**src/sv/cdsm_pkg.sv**
```systemverilog
// Types, codes and helper functions of the date setting menu core.
`timescale 1ns / 1ps

package cdsm_pkg;

  // Item kinds.
  localparam logic [1:0] KIND_LOAD   = 2'd0;
  localparam logic [1:0] KIND_BUTTON = 2'd1;
  localparam logic [1:0] KIND_COMMIT = 2'd2;

  // Buttons.
  localparam logic [1:0] BTN_UP    = 2'd0;
  localparam logic [1:0] BTN_DOWN  = 2'd1;
  localparam logic [1:0] BTN_RIGHT = 2'd2;
  localparam logic [1:0] BTN_LEFT  = 2'd3;

  // Field indexes.
  localparam logic [2:0] FIELD_SEC     = 3'd0;
  localparam logic [2:0] FIELD_MIN     = 3'd1;
  localparam logic [2:0] FIELD_HOUR    = 3'd2;
  localparam logic [2:0] FIELD_WEEKDAY = 3'd3;
  localparam logic [2:0] FIELD_DAY     = 3'd4;
  localparam logic [2:0] FIELD_MONTH   = 3'd5;
  localparam logic [2:0] FIELD_YEAR    = 3'd6;

  // Field ranges.
  localparam logic [6:0] SEC_MAX     = 7'd59;
  localparam logic [6:0] MIN_MAX     = 7'd59;
  localparam logic [6:0] HOUR_MAX    = 7'd23;
  localparam logic [6:0] WEEKDAY_MIN = 7'd1;
  localparam logic [6:0] WEEKDAY_MAX = 7'd7;
  localparam logic [6:0] DAY_MIN     = 7'd1;
  localparam logic [6:0] MONTH_MIN   = 7'd1;
  localparam logic [6:0] MONTH_MAX   = 7'd12;
  localparam logic [6:0] YEAR_MAX    = 7'd99;
  localparam logic [6:0] ZERO_MIN    = 7'd0;

  typedef struct packed {
    logic [1:0] kind;
    logic [1:0] button;
    logic [5:0] load_second;
    logic [5:0] load_minute;
    logic [4:0] load_hour;
    logic [2:0] load_weekday;
    logic [4:0] load_day;
    logic [3:0] load_month;
    logic [6:0] load_year;
  } in_t;

  typedef struct packed {
    logic [5:0] second;
    logic [5:0] minute;
    logic [4:0] hour;
    logic [2:0] weekday;
    logic [4:0] day;
    logic [3:0] month;
    logic [6:0] year;
    logic [2:0] field_index;
    logic       write_clock;
  } out_t;

  localparam out_t OUT_RESET = '{
    second: 6'd0, minute: 6'd0, hour: 5'd0, weekday: 3'd1, day: 5'd1,
    month: 4'd1, year: 7'd0, field_index: FIELD_SEC, write_clock: 1'b0
  };

  // Move v by one, then wrap: above hi goes to lo, below lo goes to hi.
  function automatic logic [6:0] step_wrap(input logic [6:0] v, input logic up,
                                           input logic [6:0] lo, input logic [6:0] hi);
    logic signed [8:0] x;
    x = up ? ($signed({2'b00, v}) + 9'sd1) : ($signed({2'b00, v}) - 9'sd1);
    if (x > $signed({2'b00, hi})) x = $signed({2'b00, lo});
    if (x < $signed({2'b00, lo})) x = $signed({2'b00, hi});
    return x[6:0];
  endfunction

  // Days in month m of year y; months out of range count 31.
  function automatic logic [4:0] month_length(input logic [3:0] m, input logic [6:0] y);
    logic [4:0] len;
    case (m) inside
      4'd4, 4'd6, 4'd9, 4'd11: len = 5'd30;
      4'd2:                    len = (y[1:0] == 2'b00) ? 5'd29 : 5'd28;
      default:                 len = 5'd31;
    endcase
    return len;
  endfunction

endpackage

```
**src/sv/cdsm_next.sv**
```systemverilog
// Next-state logic of the date setting menu: load, commit and button steps.
`timescale 1ns / 1ps

module cdsm_next (
  input  cdsm_pkg::out_t cur_i,
  input  cdsm_pkg::in_t  item_i,
  output cdsm_pkg::out_t nxt_o
);

  logic       up;
  logic [3:0] mon_step;
  logic [6:0] yr_step;
  logic [4:0] len_cur;
  logic [4:0] len_mon;
  logic [4:0] len_yr;

  assign up       = (item_i.button == cdsm_pkg::BTN_UP);
  assign mon_step = 4'(cdsm_pkg::step_wrap({3'b000, cur_i.month}, up,
                                           cdsm_pkg::MONTH_MIN, cdsm_pkg::MONTH_MAX));
  assign yr_step  = cdsm_pkg::step_wrap(cur_i.year, up, cdsm_pkg::ZERO_MIN,
                                        cdsm_pkg::YEAR_MAX);
  assign len_cur  = cdsm_pkg::month_length(cur_i.month, cur_i.year);
  assign len_mon  = cdsm_pkg::month_length(mon_step, cur_i.year);
  assign len_yr   = cdsm_pkg::month_length(cur_i.month, yr_step);

  always_comb begin
    nxt_o             = cur_i;
    nxt_o.write_clock = 1'b0;
    unique case (item_i.kind)
      cdsm_pkg::KIND_LOAD: begin
        nxt_o.second  = item_i.load_second;
        nxt_o.minute  = item_i.load_minute;
        nxt_o.hour    = item_i.load_hour;
        nxt_o.weekday = item_i.load_weekday;
        nxt_o.day     = item_i.load_day;
        nxt_o.month   = item_i.load_month;
        nxt_o.year    = item_i.load_year;
      end
      cdsm_pkg::KIND_COMMIT: begin
        nxt_o.write_clock = 1'b1;
        nxt_o.field_index = cdsm_pkg::FIELD_SEC;
      end
      cdsm_pkg::KIND_BUTTON: begin
        if (item_i.button == cdsm_pkg::BTN_RIGHT || item_i.button == cdsm_pkg::BTN_LEFT) begin
          nxt_o.field_index = 3'(cdsm_pkg::step_wrap({4'b0000, cur_i.field_index},
                                 item_i.button == cdsm_pkg::BTN_RIGHT,
                                 {4'b0000, cdsm_pkg::FIELD_SEC},
                                 {4'b0000, cdsm_pkg::FIELD_YEAR}));
        end else begin
          case (cur_i.field_index)
            cdsm_pkg::FIELD_SEC: begin
              nxt_o.second = 6'(cdsm_pkg::step_wrap({1'b0, cur_i.second}, up,
                                                    cdsm_pkg::ZERO_MIN, cdsm_pkg::SEC_MAX));
            end
            cdsm_pkg::FIELD_MIN: begin
              nxt_o.minute = 6'(cdsm_pkg::step_wrap({1'b0, cur_i.minute}, up,
                                                    cdsm_pkg::ZERO_MIN, cdsm_pkg::MIN_MAX));
            end
            cdsm_pkg::FIELD_HOUR: begin
              nxt_o.hour = 5'(cdsm_pkg::step_wrap({2'b00, cur_i.hour}, up,
                                                  cdsm_pkg::ZERO_MIN, cdsm_pkg::HOUR_MAX));
            end
            cdsm_pkg::FIELD_WEEKDAY: begin
              nxt_o.weekday = 3'(cdsm_pkg::step_wrap({4'b0000, cur_i.weekday}, up,
                                                     cdsm_pkg::WEEKDAY_MIN,
                                                     cdsm_pkg::WEEKDAY_MAX));
            end
            cdsm_pkg::FIELD_DAY: begin
              nxt_o.day = 5'(cdsm_pkg::step_wrap({2'b00, cur_i.day}, up,
                                                 cdsm_pkg::DAY_MIN, {2'b00, len_cur}));
            end
            cdsm_pkg::FIELD_MONTH: begin
              nxt_o.month = mon_step;
              // clamp the day to the new month's length
              if (cur_i.day > len_mon) nxt_o.day = len_mon;
            end
            cdsm_pkg::FIELD_YEAR: begin
              nxt_o.year = yr_step;
              if (cur_i.day > len_yr) nxt_o.day = len_yr;
            end
            default: begin
            end
          endcase
        end
      end
      default: begin
      end
    endcase
  end

endmodule

```
**src/sv/clock_date_setting_menu_core.sv**
```systemverilog
// Top level of the date and time setting menu core.
//
//   channel | direction | handshake            | beat
//   --------+-----------+----------------------+-------------------------------
//   in      | sink      | in_valid_i/in_stall_o | cdsm_pkg::in_t  (load/button/commit)
//   out     | source    | out_valid_o/out_stall_i | cdsm_pkg::out_t (fields, index, write)
//
// Each accepted beat produces exactly one result beat, in the cycle after it is accepted.
// One beat per cycle is sustained while out_stall_i is low; the single result register sets that rate.
// Reset sets second/minute/hour/year to 0, weekday/day/month to 1, index to 0,
// and leaves the output empty.
// While a result is held by out_stall_i, in_stall_o is raised; once the result
// is taken, a new beat is accepted in that same cycle.
`timescale 1ns / 1ps

module clock_date_setting_menu_core (
  input  logic             clk_i,
  input  logic             rst_ni,
  input  logic             in_valid_i,
  output logic             in_stall_o,
  input  cdsm_pkg::in_t    in_data_i,
  output logic             out_valid_o,
  input  logic             out_stall_i,
  output cdsm_pkg::out_t   out_data_o
);

  // The result register doubles as the menu state: it changes only when a new
  // beat is accepted, which can only happen when the slot is free or draining.
  cdsm_pkg::out_t state_q;
  cdsm_pkg::out_t state_d;
  logic           valid_q;
  logic           in_accept;

  // Stall the input only while an untaken result sits in the register.
  assign in_stall_o = valid_q & out_stall_i;
  assign in_accept  = in_valid_i & ~in_stall_o;

  cdsm_next u_next (
    .cur_i  (state_q),
    .item_i (in_data_i),
    .nxt_o  (state_d)
  );

  always_ff @(posedge clk_i or negedge rst_ni) begin
    if (!rst_ni) begin
      state_q <= cdsm_pkg::OUT_RESET;
      valid_q <= 1'b0;
    end else begin
      if (in_accept) begin
        // advance the state and present the new result
        state_q <= state_d;
        valid_q <= 1'b1;
      end else if (!out_stall_i) begin
        // result taken with nothing behind it: drop valid, hold the fields
        valid_q <= 1'b0;
      end
    end
  end

  assign out_valid_o = valid_q;
  assign out_data_o  = state_q;

endmodule

```
**config.mk**
```make
export PLATFORM = sky130hd
export DESIGN_NAME = clock_date_setting_menu_core
export DESIGN_NICKNAME = d
export VERILOG_FILES = /design/src/sv/cdsm_pkg.sv /design/src/sv/cdsm_next.sv /design/src/sv/clock_date_setting_menu_core.sv
export SDC_FILE = /design/constraint.sdc
export NUM_CORES = 1
export LEC_CHECK = 0
export ABC_AREA = 1
export BUFFER_PORTS_ARGS = -buffer_cell sky130_fd_sc_hd__buf_4
export CORE_MARGIN = 2
export CORE_UTILIZATION = 40
export CTS_CLUSTER_SIZE = 40
export DETAILED_ROUTE_END_ITERATION = 8
export PLACE_DENSITY = 0.59
export SKIP_LAST_GASP = 1
export SLEW_MARGIN = 20
export SYNTH_ARGS = -nofsm -noshare
export SYNTH_HDL_FRONTEND = slang
export SYNTH_SLANG_ARGS = --single-unit
```
**constraint.sdc**
```tcl
create_clock -name clk_i -period 4.2 [get_ports clk_i]
set_clock_uncertainty 0.1 [all_clocks]
set_input_delay 1.26 -clock clk_i [delete_from_list [all_inputs] [get_ports clk_i]]
set_output_delay 1.26 -clock clk_i [all_outputs]
set_load 0.01 [all_outputs]
```
==> impl_metrics.csv <==
group,metric,value,unit
floorplanning,core-area,10700,µm²
logic_synthesis,synth_flop_cell,"dfrtp_1",
global_routing,grt.total_usage,0.213,
cts,cts_buffers,5,
logic_synthesis,synth_commonest_cells,"nand2_1, inv_1, nor2_1",
logic_synthesis,synthArstFlopShare,1.00,
detailed_routing,firstDrtPassIters,5,
sta,setup_tns,0,ps
setup_path,regToRegStartpoint,"out_data_o[11]",
sta,rsz0062_at_grt,"no",
sta,worst_slack,513,ps
sta,period_needed,3690,ps
setup_path,required,4370,ps
global_routing,grt_pass1_wl,19900,µm
cts,cts_tree,"done",
global_routing,grt_max_degree,42,
setup_path,cp_max_fo,29,
setup_path,path_class,"in2reg",
detailed_routing,via_per_inst,5.19,
sta,slew_viol_final,0,
detailed_routing,num_vias,4524,
logic_synthesis,yosysTopAreaCell,"dfrtp_1",
logic_synthesis,synth.distinct_cells,39,
sta,relSlewSlack,0.458,
logic_synthesis,ys_seq_elements,41,
place,port_buffers,85,
global_routing,grt_overflow_total,0,
power_and_ir_drop,p_per_area,572,nW/µm²
floorplanning,die_y,108,µm
run,drv_cap,0,
logic_synthesis,yosys.cell_count.top_type,"nand2_1",
sta,finalHoldViolations,0,
detailed_routing,drc,0,
sta,tightest_slew,812,ps
setup_path,startpoint,"in_data_i[37]",
logic_synthesis,syn_nets,729,
cts,htree_num_levels,2,
detailed_routing,wl,12100,µm
detailed_routing,drtAntennaViolNets,0,
power_and_ir_drop,p_leak,2.72,nW
floorplanning,start_util,0.406,
cts,root_buffer,"clkbuf_8",
place,gp_congestion,0.855,
finish,area_growth,18.8,%
finish,final_nets,807,
place,place_hpwl,9110,µm
logic_synthesis,synth_edf_count,0,
status,status,"finished, final reports clean",
sta,fin_crit_sh,0.878,
floorplanning,pin_count,86,
setup_path,cp-start-kind,"input port",
cts,clk-insertion-delay-late,330,ps
cts,clockBufferDepth,2,
logic_synthesis,netlist.area_leader.share,0.218,
floorplanning,die_w,108,µm
place,dp_worst_setup_slack,190,ps
finish,insertedDiodeCount,0,
detailed_routing,wire_per_inst,13.8,µm
logic_synthesis,syn_inst,652,
cts,post_cts_buffers,0,
logic_synthesis,syn_area,4360,µm²
cts,holdBufCountCts,0,
hold_path,hold_path.startpoint,"out_valid_o",
setup_path,endpoint_kind,"flip-flop",
cts,cts_resized,0,
logic_synthesis,yosys_warnings,0,
global_routing,grt_pass1_vias,4330,
power_and_ir_drop,vdd_drop_max,0.237,mV
logic_synthesis,ys_seq_area_frac,0.236,
hold_path,hp-class,"reg2reg",
cts,cts.sinks,41,
logic_synthesis,synthTopCellsByArea,"dfrtp_1, nand2_1, ha_1",
floorplanning,rows,38,
sta,setup_viol,0,
finish,drive_gt1_frac,0.197,
logic_synthesis,syn_area_per_cell,6.69,µm²
setup_path,worstPathArrival,3860,ps
floorplanning,dieArea,11700,µm²
sta,fmax,0.271,GHz
global_routing,antenna_found_initial,0,
cts,cts.clk_slew.worst_paths,90,ps
detailed_routing,drt_iter0_drc,194,
final cells by class:
cell class                      count  area, µm²
Fill cell                        1147       5570
Clock buffer                        7       96.3
Tap cell                          140        175
Inverter                          100        375
Clock inverter                      1       5.00
Multi-Input combinational cell    493       2820
Timing Repair Buffer               89        681
Sequential cell                    41       1030
cell families after synthesis:
group / synth area share
xor+xnor: 0.0542
compound gates: 0.183
buf+inv: 0.118
flops: 0.236
simple gates: 0.314
fa+ha+maj: 0.0947
where the power goes:
group	switching [mW]	total [mW]	internal [mW]	leakage, nW
clock	0.168	0.317	0.149	0.0542
sequential	0.250	0.785	0.535	0.489
combinational	1.10	1.86	0.760	2.17
worst max-delay path: stages:
cell and delay, ps:
buf_4 120, nor2_2 170, buf_12 210, nand4_1 160
a41oi_1 360, nand2_1 120, nand2_1 80, nand3_1 80
nand2_1 80, inv_1 40, ha_1 260, nand2_1 70
inv_1 30, o21ai_0 150, a31oi_1 110, nor2_2 210
inv_1 140, nor2_1 110, nand2_1 60, nand2_1 60
layout by cell type (no fill, tap or decap), drive strengths merged, types with 7 or more instances in the layout:
cell and count:
o21ai 66, nand3 50, nand4 18, a22oi 7, dfrtp 38, inv 100, nand2 149, clkbuf 7
nor3 12, o211ai 11, o22ai 9, buf 89, nor2 58, xnor2 7, a21oi 34, xor2 20
ha 33
final timing paths:
kind | slack, ps | depth (start not counted) | endpoint
max reg2reg | 730 | 24 | out_data_o[16]
min reg2reg | 400 | 2 | out_valid_o
min in group asynchronous | 830 | 1 | out_data_o[14]
max in group asynchronous | 2760 | 1 | out_data_o[10]
max | 510 | 20 | out_data_o[16]
min | 400 | 2 | out_valid_o
stage by stage:
step / power [mW] / util / cells / area, µm² / hold slack (ps)
finish: 2.96 / 0.482 / 871 / 5180 / 402
global route: 3.28 / 0.482 / 871 / 5180 / 438
CTS: 2.98 / 0.482 / 871 / 5180 / 411
detailed placement: 2.64 / 0.472 / 863 / 5080 / 385
global placement: 2.61 / 0.472 / 863 / 5080 / 374
floorplan: 2.09 / - / 652 / 4360 / 414
sequential cells by signal (all words and copies together), names as in the netlist:
register	flops
out_valid_o	1
out_data_o	40
per-layer routing:
layer	vias up	global-route usage	wire, µm
met3	19	0.0410	687
met5	-	0	0
met4	0	0.0815	248
li1	2315	-	-
met2	130	0.355	5540
met1	2060	0.273	5580
No activity file was read; power rests on OpenSTA's default activity.
